<file path="src/rtl/jse_pkg.sv">
// Shared types, constants and escape table for the JSON string escaper.
package jse_pkg;

  localparam int LEN_W      = 16;            // width of the running length
  localparam int IDX_W      = 16;            // width of byte_index
  localparam int SIZE_W     = 16;            // width of buffer_size
  localparam int MAX_BYTES  = 8;             // most bytes one request can produce
  localparam int CNT_W      = $clog2(MAX_BYTES + 1);
  localparam int SEL_W      = $clog2(MAX_BYTES);
  localparam int PIECE_MAX  = 6;             // longest escape: backslash-u and 4 hex digits
  localparam int PLEN_W     = 3;
  localparam int FIFO_DEPTH = 2;
  localparam int PADDR_W    = 3;

  localparam logic [PADDR_W-1:0] REG_BUFFER_SIZE = 3'd0;
  localparam logic [SIZE_W-1:0]  BUFFER_SIZE_RST = 16'hFFFF;

  localparam logic [7:0] CH_QUOTE     = 8'h22;
  localparam logic [7:0] CH_BACKSLASH = 8'h5C;
  localparam logic [7:0] CH_NL        = 8'h0A;
  localparam logic [7:0] CH_CR        = 8'h0D;
  localparam logic [7:0] CH_TAB       = 8'h09;
  localparam logic [7:0] CH_BS        = 8'h08;
  localparam logic [7:0] CH_FF        = 8'h0C;
  localparam logic [7:0] CH_CTRL_TOP  = 8'h20;

  typedef struct packed {
    logic [7:0] data_byte;
    logic       first_of_string;
    logic       last_of_string;
    logic       no_char;
  } in_req_t;

  typedef struct packed {
    logic [7:0]       out_byte;
    logic [IDX_W-1:0] byte_index;
    logic             out_last;
    logic             overflow;
  } out_rsp_t;

  // one classified request: bytes left-aligned, first byte in the top lane
  typedef struct packed {
    logic [8*MAX_BYTES-1:0] bytes;
    logic [CNT_W-1:0]       cnt;
    logic [IDX_W-1:0]       base;
    logic                   ovf;
  } desc_t;

  typedef struct packed {
    logic [8*PIECE_MAX-1:0] bytes;   // left-aligned
    logic [PLEN_W-1:0]      len;
  } piece_t;

  function automatic logic [7:0] hex_digit(input logic [3:0] n);
    hex_digit = (n < 4'd10) ? (8'h30 + {4'd0, n}) : (8'h57 + {4'd0, n});
  endfunction

  function automatic piece_t escape_piece(input logic [7:0] c);
    piece_t p;
    p.bytes = '0;
    p.len   = 3'd2;
    p.bytes[47:40] = CH_BACKSLASH;
    unique case (c)
      CH_QUOTE:     p.bytes[39:32] = CH_QUOTE;
      CH_BACKSLASH: p.bytes[39:32] = CH_BACKSLASH;
      CH_NL:        p.bytes[39:32] = 8'h6E;
      CH_CR:        p.bytes[39:32] = 8'h72;
      CH_TAB:       p.bytes[39:32] = 8'h74;
      CH_BS:        p.bytes[39:32] = 8'h62;
      CH_FF:        p.bytes[39:32] = 8'h66;
      default: begin
        if (c < CH_CTRL_TOP) begin
          p.bytes[39:0] = {8'h75, 8'h30, 8'h30, hex_digit(c[7:4]), hex_digit(c[3:0])};
          p.len         = 3'd6;
        end else begin
          p.bytes[47:40] = c;
          p.len          = 3'd1;
        end
      end
    endcase
    escape_piece = p;
  endfunction

endpackage

</file>
<file path="src/rtl/jse_front.sv">
// Front end: classifies each request, checks fit, tracks length and overflow.
module jse_front (
  input  logic                    clk,
  input  logic                    rst,
  input  logic [jse_pkg::SIZE_W-1:0] buffer_size,
  input  logic                    in_fire,
  input  jse_pkg::in_req_t        in_req,
  output logic                    push,
  output jse_pkg::desc_t          push_desc
);
  import jse_pkg::*;

  logic [LEN_W-1:0] written_length, written_length_next;
  logic             overflow_flag, overflow_flag_next;

  always_comb begin
    logic [LEN_W-1:0]       wl;
    logic                   ovf;
    logic [8*MAX_BYTES-1:0] acc;
    logic [CNT_W-1:0]       cnt;
    logic [LEN_W:0]         sum;
    piece_t                 quote_p;
    piece_t                 esc_p;

    wl  = written_length;
    ovf = overflow_flag;
    acc = '0;
    cnt = '0;
    sum = '0;
    quote_p.bytes = {CH_QUOTE, 40'd0};
    quote_p.len   = 3'd1;
    esc_p = escape_piece(in_req.data_byte);

    // opening quote
    if (in_req.first_of_string && !ovf) begin
      sum = {1'b0, wl} + (LEN_W+1)'(quote_p.len);
      if (sum >= (LEN_W+1)'(buffer_size)) begin
        ovf = 1'b1;
      end else begin
        acc = acc | ({quote_p.bytes, 16'd0} >> {cnt, 3'b000});
        cnt = cnt + CNT_W'(quote_p.len);
        wl  = sum[LEN_W-1:0];
      end
    end
    // the byte itself, escaped
    if (!in_req.no_char && !ovf) begin
      sum = {1'b0, wl} + (LEN_W+1)'(esc_p.len);
      if (sum >= (LEN_W+1)'(buffer_size)) begin
        ovf = 1'b1;
      end else begin
        acc = acc | ({esc_p.bytes, 16'd0} >> {cnt, 3'b000});
        cnt = cnt + CNT_W'(esc_p.len);
        wl  = sum[LEN_W-1:0];
      end
    end
    // closing quote
    if (in_req.last_of_string && !ovf) begin
      sum = {1'b0, wl} + (LEN_W+1)'(quote_p.len);
      if (sum >= (LEN_W+1)'(buffer_size)) begin
        ovf = 1'b1;
      end else begin
        acc = acc | ({quote_p.bytes, 16'd0} >> {cnt, 3'b000});
        cnt = cnt + CNT_W'(quote_p.len);
        wl  = sum[LEN_W-1:0];
      end
    end

    written_length_next = wl;
    overflow_flag_next  = ovf;
    push_desc.bytes     = acc;
    push_desc.cnt       = cnt;
    push_desc.base      = IDX_W'(written_length);
    push_desc.ovf       = ovf;
    push                = in_fire && (cnt != '0);
  end

  always_ff @(posedge clk) begin
    if (rst) begin
      written_length <= '0;
      overflow_flag  <= 1'b0;
    end else if (in_fire) begin
      written_length <= written_length_next;
      overflow_flag  <= overflow_flag_next;
    end
  end

endmodule

</file>
<file path="src/rtl/jse_fifo.sv">
// Short descriptor queue between front end and back end.
module jse_fifo (
  input  logic           clk,
  input  logic           rst,
  input  logic           push,
  input  jse_pkg::desc_t push_desc,
  input  logic           pop,
  output logic           full,
  output logic           empty,
  output jse_pkg::desc_t head
);
  import jse_pkg::*;

  localparam int PTR_W = $clog2(FIFO_DEPTH);

  desc_t                mem [FIFO_DEPTH];
  logic [PTR_W-1:0]     wr_ptr;
  logic [PTR_W-1:0]     rd_ptr;
  logic [PTR_W:0]       count;

  assign full  = (count == (PTR_W+1)'(FIFO_DEPTH));
  assign empty = (count == '0);
  assign head  = mem[rd_ptr];

  always_ff @(posedge clk) begin
    if (push) begin
      mem[wr_ptr] <= push_desc;
    end
  end

  always_ff @(posedge clk) begin
    if (rst) begin
      wr_ptr <= '0;
      rd_ptr <= '0;
      count  <= '0;
    end else begin
      if (push) begin
        wr_ptr <= (wr_ptr == PTR_W'(FIFO_DEPTH - 1)) ? '0 : wr_ptr + 1'b1;
      end
      if (pop) begin
        rd_ptr <= (rd_ptr == PTR_W'(FIFO_DEPTH - 1)) ? '0 : rd_ptr + 1'b1;
      end
      if (push && !pop) begin
        count <= count + 1'b1;
      end else if (pop && !push) begin
        count <= count - 1'b1;
      end
    end
  end

  a_no_overrun: assert property (@(posedge clk) disable iff (rst) full |-> !push)
    else $error("push into full queue");
  a_no_underrun: assert property (@(posedge clk) disable iff (rst) empty |-> !pop)
    else $error("pop from empty queue");
  a_count_range: assert property (@(posedge clk) disable iff (rst)
    count <= (PTR_W+1)'(FIFO_DEPTH))
    else $error("queue count out of range");

endmodule

</file>
<file path="src/rtl/jse_back.sv">
// Back end: walks a descriptor one output byte per cycle while out_stall is low.
module jse_back (
  input  logic             clk,
  input  logic             rst,
  input  logic             q_empty,
  input  jse_pkg::desc_t   q_head,
  output logic             pop,
  output logic             out_valid,
  input  logic             out_stall,
  output jse_pkg::out_rsp_t out_rsp
);
  import jse_pkg::*;

  desc_t            cur;
  logic             busy;
  logic [SEL_W-1:0] sel;
  logic             at_end;
  logic             advance;

  assign at_end  = ({1'b0, sel} == (cur.cnt - 1'b1));
  assign advance = busy && !out_stall;
  assign pop     = !q_empty && (!busy || (advance && at_end));

  assign out_valid          = busy;
  assign out_rsp.out_byte   = cur.bytes[8*MAX_BYTES-1 - 8*sel -: 8];
  assign out_rsp.byte_index = cur.base + IDX_W'(sel);
  assign out_rsp.out_last   = at_end;
  assign out_rsp.overflow   = cur.ovf;

  always_ff @(posedge clk) begin
    if (pop) begin
      cur <= q_head;
    end
  end

  always_ff @(posedge clk) begin
    if (rst) begin
      busy <= 1'b0;
      sel  <= '0;
    end else if (pop) begin
      busy <= 1'b1;
      sel  <= '0;
    end else if (advance) begin
      if (at_end) begin
        busy <= 1'b0;
        sel  <= '0;
      end else begin
        sel <= sel + 1'b1;
      end
    end
  end

  a_sel_in_range: assert property (@(posedge clk) disable iff (rst)
    busy |-> ({1'b0, sel} < cur.cnt))
    else $error("byte select past descriptor length");
  a_nonempty_desc: assert property (@(posedge clk) disable iff (rst)
    busy |-> (cur.cnt != '0))
    else $error("empty descriptor in back end");
  a_sticky_ovf: assert property (@(posedge clk) disable iff (rst)
    (out_valid && !out_stall && out_rsp.overflow) |=> (!out_valid || out_rsp.overflow))
    else $error("overflow flag dropped after being set");

endmodule

</file>
<file path="src/rtl/json_string_escaper_unit.sv">
// Top level of the JSON string escaper: config register, front, queue, back.
// A request is queued, then loaded into the back end before its bytes are output.
// Throughput: one request per cycle in unless the queue is full; one output byte
//   per cycle out unless out_stall is high. A request of k bytes (k up to 8, 6 for
//   a control char) ties up the back end; the two-entry descriptor queue absorbs it.
// Reset (rst, synchronous): clears length, overflow flag, queue and back end;
//   buffer_size returns to 65535.
module json_string_escaper_unit (
  input  logic                          clk,
  input  logic                          rst,
  // input channel
  input  logic                          in_valid,
  output logic                          in_stall,
  input  jse_pkg::in_req_t              in_req,
  // output channel
  output logic                          out_valid,
  input  logic                          out_stall,
  output jse_pkg::out_rsp_t             out_rsp,
  // APB config port
  input  logic                          psel,
  input  logic                          penable,
  input  logic                          pwrite,
  input  logic [jse_pkg::PADDR_W-1:0]   paddr,
  input  logic [31:0]                   pwdata,
  output logic [31:0]                   prdata,
  output logic                          pready
);
  import jse_pkg::*;

  logic [SIZE_W-1:0] buffer_size;
  logic              cfg_wr;
  logic              in_fire;
  logic              q_full;
  logic              q_empty;
  logic              push;
  logic              pop;
  desc_t             push_desc;
  desc_t             q_head;

  // APB: zero wait states; the register decodes on the word address only
  assign pready = 1'b1;
  assign cfg_wr = psel && penable && pwrite && pready
               && (paddr[PADDR_W-1:2] == REG_BUFFER_SIZE[PADDR_W-1:2]);
  assign prdata = (paddr[PADDR_W-1:2] == REG_BUFFER_SIZE[PADDR_W-1:2])
                ? {16'd0, buffer_size} : 32'd0;

  always_ff @(posedge clk) begin
    if (rst) begin
      buffer_size <= BUFFER_SIZE_RST;
    end else if (cfg_wr) begin
      buffer_size <= pwdata[SIZE_W-1:0];
    end
  end

  // stall only on a full queue; requests that produce no bytes never enter it
  assign in_stall = q_full;
  assign in_fire  = in_valid && !in_stall;

  jse_front u_front (
    .clk        (clk),
    .rst        (rst),
    .buffer_size(buffer_size),
    .in_fire    (in_fire),
    .in_req     (in_req),
    .push       (push),
    .push_desc  (push_desc)
  );

  jse_fifo u_fifo (
    .clk      (clk),
    .rst      (rst),
    .push     (push),
    .push_desc(push_desc),
    .pop      (pop),
    .full     (q_full),
    .empty    (q_empty),
    .head     (q_head)
  );

  jse_back u_back (
    .clk      (clk),
    .rst      (rst),
    .q_empty  (q_empty),
    .q_head   (q_head),
    .pop      (pop),
    .out_valid(out_valid),
    .out_stall(out_stall),
    .out_rsp  (out_rsp)
  );

endmodule
</file>
<file path="config.mk">
export PLATFORM = sky130hd
export DESIGN_NAME = json_string_escaper_unit
export DESIGN_NICKNAME = d
export VERILOG_FILES = /design/src/rtl/jse_pkg.sv /design/src/rtl/jse_front.sv /design/src/rtl/jse_fifo.sv /design/src/rtl/jse_back.sv /design/src/rtl/json_string_escaper_unit.sv
export SDC_FILE = /design/constraint.sdc
export NUM_CORES = 1
export LEC_CHECK = 0
export ABC_AREA = 1
export BUFFER_PORTS_ARGS = -buffer_cell sky130_fd_sc_hd__buf_2
export CAP_MARGIN = 40
export CORE_MARGIN = 5
export CORE_UTILIZATION = 55
export DETAILED_ROUTE_END_ITERATION = 16
export GPL_TIMING_DRIVEN = 0
export HOLD_SLACK_MARGIN = 0.02
export PLACE_DENSITY = 0.77
export SLEW_MARGIN = 20
export SYNTH_ARGS = -nofsm -noshare
export SYNTH_HDL_FRONTEND = slang
export SYNTH_SLANG_ARGS = --single-unit
export TNS_END_PERCENT = 5
</file>
<file path="constraint.sdc">
create_clock -name clk -period 11.3 [get_ports clk]
set_input_delay 1.13 -clock clk [delete_from_list [all_inputs] [get_ports clk]]
set_output_delay 1.13 -clock clk [all_outputs]
set_load 0.01 [all_outputs]
</file>
Word-level counts from Yosys, hierarchy flattened. Memories as Yosys holds them, arrays and structs flattened. A register that Yosys moved wholly into a read port is not among the register bits. Cells that the tools add are included.

Add/subtract/negate cells: 17. $mul: 0. Divide/modulo/power cells: 0. Magnitude comparators: 6. Eq/ne operators: 9. Shift operators: 3. Mux-type cells: 43. Bitwise gates (word level): 3. Reduce and logical (&&, ||, !) cells: 32.

Operator list (number): $mux W64 (5); $or A64 B64 Y64 (2); $mux W16 (7); $shiftx A71 B33 Y8 (1); $shr A62 B7 Y64 const A (1); $shr A64 B7 Y64 (1); $mux W62 (1); $pmux W8 S7 (1); $ge A17 B16 Y1 (3); $eq A8 B4 Y1 const B (5); $mux W39 (1); $mux W35 (1); $add A16 B1 Y17 const B (2); $mux W8 (4); $mux W4 (5); $add A16 B3 Y17 (1); $add A16 B3 Y16 (1); $add A7 B4 Y8 const A (2); $add A6 B4 Y7 const A (2); $mux W1 (14); $logic_and A1 B1 Y1 (13); $logic_not A1 Y1 (10); $eq A8 B6 Y1 const B (1); $eq A8 B7 Y1 const B (1); other kinds (22) (28).

Register bits: 41. Latch bits: 0. Bits in writable memories: 170. Memory bits (read-only): 0. Input port bits: 53. Output and inout port bits: 61. Word-level logic and storage cells: 122. Memories kept: 1.

Memory list: u_fifo.mem (words 2, bits a word 85, rd ports 1, clocked after Yosys merged registers in 1, wr ports 1, line jse_fifo.sv:16) `desc_t mem [FIFO_DEPTH];`.

Depth between registers and ports, before layout.
Depth after elaboration: 18. Mapped depth: 78. Depth with buffers taken out: 76.

Modules after synthesis. From an unflattened synthesis, not the netlist that was laid out.

Cells, all modules: 1590. Area, all modules: 16037.9 um2.

By module, submodules not included: jse_fifo (times used 1, cells each 297, area an instance 6367.4 um2); jse_front (times used 1, cells each 855, area an instance 4969.8 um2); jse_back (times used 1, cells each 309, area an instance 3807.4 um2); json_string_escaper_unit (times used 1, cells each 129, area an instance 893.4 um2).

Worst setup path before layout. Ideal clock, no wire load.

Path type: flip-flop to flip-flop. Start point: reg u_front.written_length[0]. End point: mem u_fifo.mem[0][0] (netlist bit) (enable). Data arrival time: 11.648 ns. Required time: 10.804 ns. Path slack: -0.845 ns. Cell stages (with the launch flop): 67. Period minus slack after synthesis: 12.145 ns. Cell sequence: dfxtp_1 -> ha_1 -> nand2_1 -> nor2_2 -> nand2_2 -> inv_1 -> nand3_1 -> nor2_1 -> nand4_1 -> nand2_1 -> inv_1 -> ha_1 -> nand2_1 -> nor2_1 -> nand2_1 -> nor2_1 -> nor2_1 -> nand3_2 -> [31 not listed] -> ha_1 -> a21oi_1 -> o21ai_0 -> a21boi_0 -> o21bai_1 -> a21oi_1 -> o21ai_0 -> nand2_1 -> o211ai_1 -> nand3_1 -> a21oi_1 -> a311oi_1 -> nand4_1 -> o21ai_0 -> nand2_1 -> nand2_1 -> nand2_1 -> nor2_1.

Word-level cells in the longest chain between the ends: 16.

Ends and longest elaborated chain: start: declaration (line jse_front.sv:13) `logic [LEN_W-1:0] written_length, written_length_next;`; start signal: assignment (line jse_front.sv:82) `written_length <= written_length_next;`; $add A16 B1 Y17 (line jse_front.sv:36) `sum = {1'b0, wl} + (LEN_W+1)'(quote_p.len);`; $ge A17 B16 Y1 (line jse_front.sv:37) `if (sum >= (LEN_W+1)'(buffer_size)) begin`; $mux W16 (line jse_front.sv:37); $mux W16 (line jse_front.sv:35) `if (in_req.first_of_string && !ovf) begin`; $add A16 B3 Y17 (line jse_front.sv:47) `sum = {1'b0, wl} + (LEN_W+1)'(esc_p.len);`; $ge A17 B16 Y1 (line jse_front.sv:48) `if (sum >= (LEN_W+1)'(buffer_size)) begin`; $mux W16 (line jse_front.sv:48); $mux W16 (line jse_front.sv:46) `if (!in_req.no_char && !ovf) begin`; $add A16 B1 Y17 (line jse_front.sv:58) `sum = {1'b0, wl} + (LEN_W+1)'(quote_p.len);`; $ge A17 B16 Y1 (line jse_front.sv:59) `if (sum >= (LEN_W+1)'(buffer_size)) begin`; $mux W4 (line jse_front.sv:59); $mux W4 * (line jse_front.sv:57) `if (in_req.last_of_string && !ovf) begin`; $reduce_bool A4 Y1 * (line jse_front.sv:74) `push = in_fire && (cnt != '0);`; $logic_and A1 B1 Y1 * (line jse_front.sv:74); $mux W1 * (line jse_fifo.sv:26) `if (push) begin`; $mux W1 (implied by the code) * (line jse_fifo.sv:27) `mem[wr_ptr] <= push_desc;`; end: declaration (line jse_fifo.sv:16).

Mark *: on every way between the ends. The rest lies on a longest branch, timed or not.

==> flow_summary.html <==
<table>
<tr><th>Metric</th><th>Value</th></tr>
<tr><th colspan="2">Placement</th></tr>
<tr><td># port buffers</td><td>76</td></tr>
<tr><td>Placer congestion estimate</td><td>0.9918</td></tr>
<tr><td>Post-DP HPWL</td><td>24,240 um</td></tr>
<tr><td>Placed instance count</td><td>roughly 1,900</td></tr>
<tr><th colspan="2">Synthesis</th></tr>
<tr><td>Number of enable-type register cells in the synthesized netlist</td><td>207</td></tr>
<tr><td>Gate Count Post-Synth</td><td>1,512</td></tr>
<tr><td>Mean cell area of the mapped netlist</td><td>9.019 um2</td></tr>
<tr><td>Synthesis warning total</td><td>0</td></tr>
<tr><td>Most frequently used flop master after synthesis</td><td>sky130_fd_sc_hd__edfxtp_1</td></tr>
<tr><td>Register area share after synthesis</td><td>51.60%</td></tr>
<tr><td>Number of distinct library cell variants in the gate-level netlist after synthesis</td><td>55</td></tr>
<tr><td>Synth Register Bits</td><td>248</td></tr>
<tr><td>Async set or reset register ratio after synthesis</td><td>0%</td></tr>
<tr><td>Mapped cell area</td><td>between 0.01 and 0.015 mm2</td></tr>
<tr><th colspan="2">Timing</th></tr>
<tr><td>Share of the clock period used by the worst path after layout</td><td>93.81%</td></tr>
<tr><td>Achievable clock frequency</td><td>94.34 MHz</td></tr>
<tr><td>Post-layout minimum cycle time</td><td>10,600 ps</td></tr>
<tr><td>Transition at the pin with the smallest max-transition slack</td><td>642.0 ps</td></tr>
<tr><td>Relative slew margins</td><td>56.10%</td></tr>
<tr><td>Unrepaired setup endpoints after global routing</td><td>false</td></tr>
<tr><td>Total Neg Setup Slack</td><td>0 ps</td></tr>
<tr><td>Hold Violations, Final</td><td>0</td></tr>
<tr><td>Clock Skew</td><td>~13 ps</td></tr>
<tr><td>Final setup violation count</td><td>0</td></tr>
<tr><td>Slew Limit Fails</td><td>0</td></tr>
<tr><th colspan="2">GRT</th></tr>
<tr><td>Final global-route overflow total</td><td>0</td></tr>
<tr><td>Antenna violations before repair</td><td>0</td></tr>
<tr><td>Overall global routing resource usage</td><td>22.69%</td></tr>
<tr><td>Wire length of the first global-routing pass</td><td>51,580 um</td></tr>
<tr><td>Largest net degree at the start of global routing</td><td>55</td></tr>
<tr><td>Number of global-route vias before repair</td><td>10,020</td></tr>
<tr><th colspan="2">Worst setup path</th></tr>
<tr><td>Startpoint of the most critical setup path</td><td>u_front.written_length[0]</td></tr>
<tr><td>Number of cells on the worst reg-to-reg path</td><td>70</td></tr>
<tr><td>Capturing point of the worst reg2reg path</td><td>u_fifo.mem[1][74]</td></tr>
<tr><td>Reg-to-reg setup timing slack</td><td>about 700 ps</td></tr>
<tr><td>Crit-path max cell delay</td><td>between 400 and 500 ps</td></tr>
<tr><td>CP Launch Type</td><td>register</td></tr>
<tr><td>Arrival time at the worst endpoint</td><td>10,810 ps</td></tr>
<tr><td>Most common cell on crit path</td><td>sky130_fd_sc_hd__nand2_1</td></tr>
<tr><td>Critical Setup Path Class</td><td>reg -&gt; reg</td></tr>
<tr><td>Highest net fanout along the worst path</td><td>44</td></tr>
<tr><td>Required time of the worst setup path</td><td>~12,000 ps</td></tr>
<tr><td>Critical path endpoint category</td><td>register</td></tr>
<tr><td>Worst r2r src</td><td>u_front.written_length[0]</td></tr>
<tr><td>Endpoint of the most critical setup path</td><td>u_fifo.mem[1][74]</td></tr>
<tr><td>Cell at the slowest stage of the critical path</td><td>sky130_fd_sc_hd__dfxtp_4</td></tr>
<tr><th colspan="2">Floorplan</th></tr>
<tr><td>Core ar.</td><td>0.02439 mm2</td></tr>
<tr><td>Effective utilization at floorplan</td><td>55.91%</td></tr>
<tr><td>Number of top-level design ports</td><td>114</td></tr>
<tr><td>X dimension of the die</td><td>167.5 um</td></tr>
<tr><td>Cell Rows</td><td>between 50 and 60</td></tr>
<tr><td>Total die area</td><td>0.02804 mm2</td></tr>
<tr><td>Die H</td><td>about 170 um</td></tr>
<tr><th colspan="2">Clock tree</th></tr>
<tr><td>Clock-pin slew of the registers on the worst-case setup and hold paths</td><td>60 ps</td></tr>
<tr><td>Clock latency on the worst-skew pair</td><td>approximately 540 ps</td></tr>
<tr><td>TritonCTS Buffers</td><td>25</td></tr>
<tr><td>Clk buf depth</td><td>3</td></tr>
<tr><td>Clock sink count</td><td>248</td></tr>
<tr><td>Cell chosen for the clock root</td><td>sky130_fd_sc_hd__clkbuf_16</td></tr>
<tr><td>TritonCTS clock tree</td><td>yes</td></tr>
<tr><td>Total number of H-tree levels</td><td>1</td></tr>
<tr><th colspan="2">Layout</th></tr>
<tr><td>Util after Layout</td><td>63.79%</td></tr>
<tr><td>Diodes inserted</td><td>0</td></tr>
<tr><td>Fill count</td><td>1,964</td></tr>
<tr><td>Total Nets Final</td><td>1,777</td></tr>
<tr><td>Layout overhead on the synthesized area</td><td>14.10%</td></tr>
<tr><td>Final instance count without filler cells</td><td>between 1,500 and 2,000</td></tr>
<tr><td>Area taken by multi-input logic gates</td><td>0.005777 mm2</td></tr>
<tr><td>Fraction of final layout cells sized beyond drive strength 1</td><td>~14%</td></tr>
<tr><td>Register area</td><td>0.007044 mm2</td></tr>
<tr><th colspan="2">Worst hold path</th></tr>
<tr><td>Worst Hold Class</td><td>reg -&gt; reg</td></tr>
<tr><th colspan="2">Pwr</th></tr>
<tr><td>Lkg Pwr</td><td>6.943 nW</td></tr>
<tr><td>Post-layout total power</td><td>between 0.003 and 0.004 W</td></tr>
<tr><td>Largest voltage drop on the vdd net</td><td>0.1311 mV</td></tr>
<tr><td>Power density relative to cell area</td><td>204.6 mW/mm2</td></tr>
<tr><th colspan="2">Drt</th></tr>
<tr><td>Vias</td><td>10,850</td></tr>
<tr><td>DRC marker count from the first detailed-route iteration</td><td>1,041</td></tr>
<tr><td>Vias per cell</td><td>5.447</td></tr>
<tr><td>Detailed-route wire length per cell</td><td>16.42 um</td></tr>
<tr><td>Detailed Route WL</td><td>32,700 um</td></tr>
<tr><td>Number of iterations in the first detailed-routing pass</td><td>6</td></tr>
<tr><td>Antenna-violating nets left</td><td>0</td></tr>
<tr><td># DRC</td><td>0</td></tr>
<tr><th colspan="2">Run</th></tr>
<tr><td>MaxCap Viol Count</td><td>0</td></tr>
<tr><th colspan="2">Run status</th></tr>
<tr><td>Outcome</td><td>finished clean</td></tr>
</table>
-- synthesized netlist by cell type, types with 3 or more instances --
library cell,n,area [um2]
sky130_fd_sc_hd__o21ai_0,61,305.3
sky130_fd_sc_hd__nand2_2,13,81.33
sky130_fd_sc_hd__a221oi_1,4,35.03
sky130_fd_sc_hd__nand3_4,6,105.1
sky130_fd_sc_hd__clkinv_1,4,15.01
sky130_fd_sc_hd__nand3b_1,3,22.52
sky130_fd_sc_hd__ha_1,74,925.9
sky130_fd_sc_hd__xnor2_1,12,105.1
sky130_fd_sc_hd__buf_4,19,142.6
sky130_fd_sc_hd__nor2_1,141,529.3
sky130_fd_sc_hd__nand3_1,39,195.2
sky130_fd_sc_hd__xor2_1,31,271.5
sky130_fd_sc_hd__nor2_2,8,50.05
sky130_fd_sc_hd__o21ai_1,12,60.06
sky130_fd_sc_hd__nor4_1,4,25.02
sky130_fd_sc_hd__nand2_1,432,1622
sky130_fd_sc_hd__o211ai_1,20,150.1
sky130_fd_sc_hd__and2_1,3,18.77
sky130_fd_sc_hd__nand4_1,26,162.7
sky130_fd_sc_hd__buf_2,6,30.03
sky130_fd_sc_hd__o21bai_1,5,37.54
sky130_fd_sc_hd__inv_1,159,596.8
sky130_fd_sc_hd__clkbuf_1,35,131.4
sky130_fd_sc_hd__a21oi_1,65,325.3
sky130_fd_sc_hd__buf_6,3,33.78
sky130_fd_sc_hd__inv_2,6,22.52
sky130_fd_sc_hd__o21ai_2,10,87.58
sky130_fd_sc_hd__or2_2,4,25.02
sky130_fd_sc_hd__nor3_1,11,55.05
sky130_fd_sc_hd__edfxtp_1,207,6216
sky130_fd_sc_hd__dfxtp_1,41,820.8
sky130_fd_sc_hd__nor2_4,6,67.56
sky130_fd_sc_hd__o22ai_1,11,68.82
-- critical path, delay by kind of cell (launching register included) --
family | cells | cell delay [ps]
AOI/OAI and AO/OA | 14 | 2080
xor gates and xnor gates | 1 | 160
adders and majority gates | 7 | 1970
buffers and inverters | 12 | 1780
DFF | 1 | 410
and+or+nand+nor | 36 | 3790
-- worst min path at each step --
stage / endpoint / depth (start not counted) / from
floorplan: u_fifo.mem[0][9] / 0 / u_front.written_length[8]
global placement: u_fifo.mem[1][9] / 0 / u_front.written_length[8]
detailed placement: u_fifo.mem[0][9] / 0 / u_front.written_length[8]
CTS: u_fifo.mem[1][9] / 0 / u_front.written_length[8]
global route: u_fifo.mem[1][9] / 0 / u_front.written_length[8]
finish: u_fifo.mem[0][9] / 0 / u_front.written_length[8]
-- where the power goes --
part	internal, W	total (W)	switching, W
Clock	0.000438	0.000781	0.000343
Combinational	0.000314	0.00100	0.000687
Sequential	0.00131	0.00140	0.0000937
Total	0.00206	0.00318	0.00112
-- final cells by class --
| class | instances | share of cell area (%) |
|---|---|---|
| buffer | 65 | 2.364 |
| clock buffer | 32 | 4.189 |
| clock inverter | 14 | 0.7961 |
| inverter | 169 | 4.109 |
| multi-input combinational | 1051 | 37.13 |
| sequential | 248 | 45.27 |
| tap | 324 | 2.605 |
| timing repair buffer | 88 | 3.538 |
-- logic make-up after synthesis --
family / Yosys count / synth area share [%]
AOI/OAI and AO/OA: 206 / 8.964
other: 2 / 0.05507
muxes: 1 / 0.07340
adders and majority gates: 76 / 7.083
DFF: 248 / 51.60
and+or+nand+nor: 702 / 22.11
xor gates and xnor gates: 43 / 2.762
buffers and inverters: 234 / 7.349
-- state kept, by name, summed over array words and instances, names as in the netlist --
| register | count |
|---|---|
| u_front.overflow_flag | 1 |
| u_fifo.count | 2 |
| u_back.cur | 68 |
| u_fifo.rd_ptr | 1 |
| u_back.sel | 3 |
| u_front.written_length | 16 |
| u_back.out_rsp | 1 |
| u_fifo.wr_ptr | 1 |
| u_fifo.mem | 138 |
| buffer_size | 16 |
| u_back.out_valid | 1 |
-- metal layers --
metal / up-vias / share of wire (%) / track usage [%]
met2: 574 / 45 / 36.50
li1: 5265 / - / -
met3: 89 / 9.8 / 2.923
met4: 0 / 3.0 / 6.457
met1: 4917 / 43 / 32.67
met5: - / 0 / 0
-- metrics by stage --
stage          worst slack [ps]  cell area (um2)  hold WS (ps)
2_1_floorplan             312.0            13720         420.2
3_3_place_gp              -2692            14500         431.9
3_5_place_dp             -700.4            14650         435.6
4_1_cts                   24.18            15450         451.7
5_1_grt                   21.90            15560         494.2
6_report                  700.0            15560         449.6
-- cell usage in the layout (no fill, tap or decap), types with 39 or more instances in the layout --
master | Yosys | layout
sky130_fd_sc_hd__a21oi_1 | 65 | 63
sky130_fd_sc_hd__buf_2 | 6 | 82
sky130_fd_sc_hd__clkbuf_1 | 35 | 42
sky130_fd_sc_hd__dfxtp_1 | 41 | 39
sky130_fd_sc_hd__edfxtp_1 | 207 | 207
sky130_fd_sc_hd__ha_1 | 74 | 73
sky130_fd_sc_hd__inv_1 | 159 | 156
sky130_fd_sc_hd__nand2_1 | 432 | 431
sky130_fd_sc_hd__nor2_1 | 141 | 138
sky130_fd_sc_hd__o21ai_0 | 61 | 60
-- timing repair --
action                                  in CTS  in global routing
setup buffers                                1                  6
pin swaps                                    1                  1
endpoints found under the setup margin     115                167
gates cloned                                 0                  0
hold endpoints to repair                     0                  0
gates resized for setup                      3                 23
hold buffers                                 0                  0
Power figures use the tool's default switching activity.
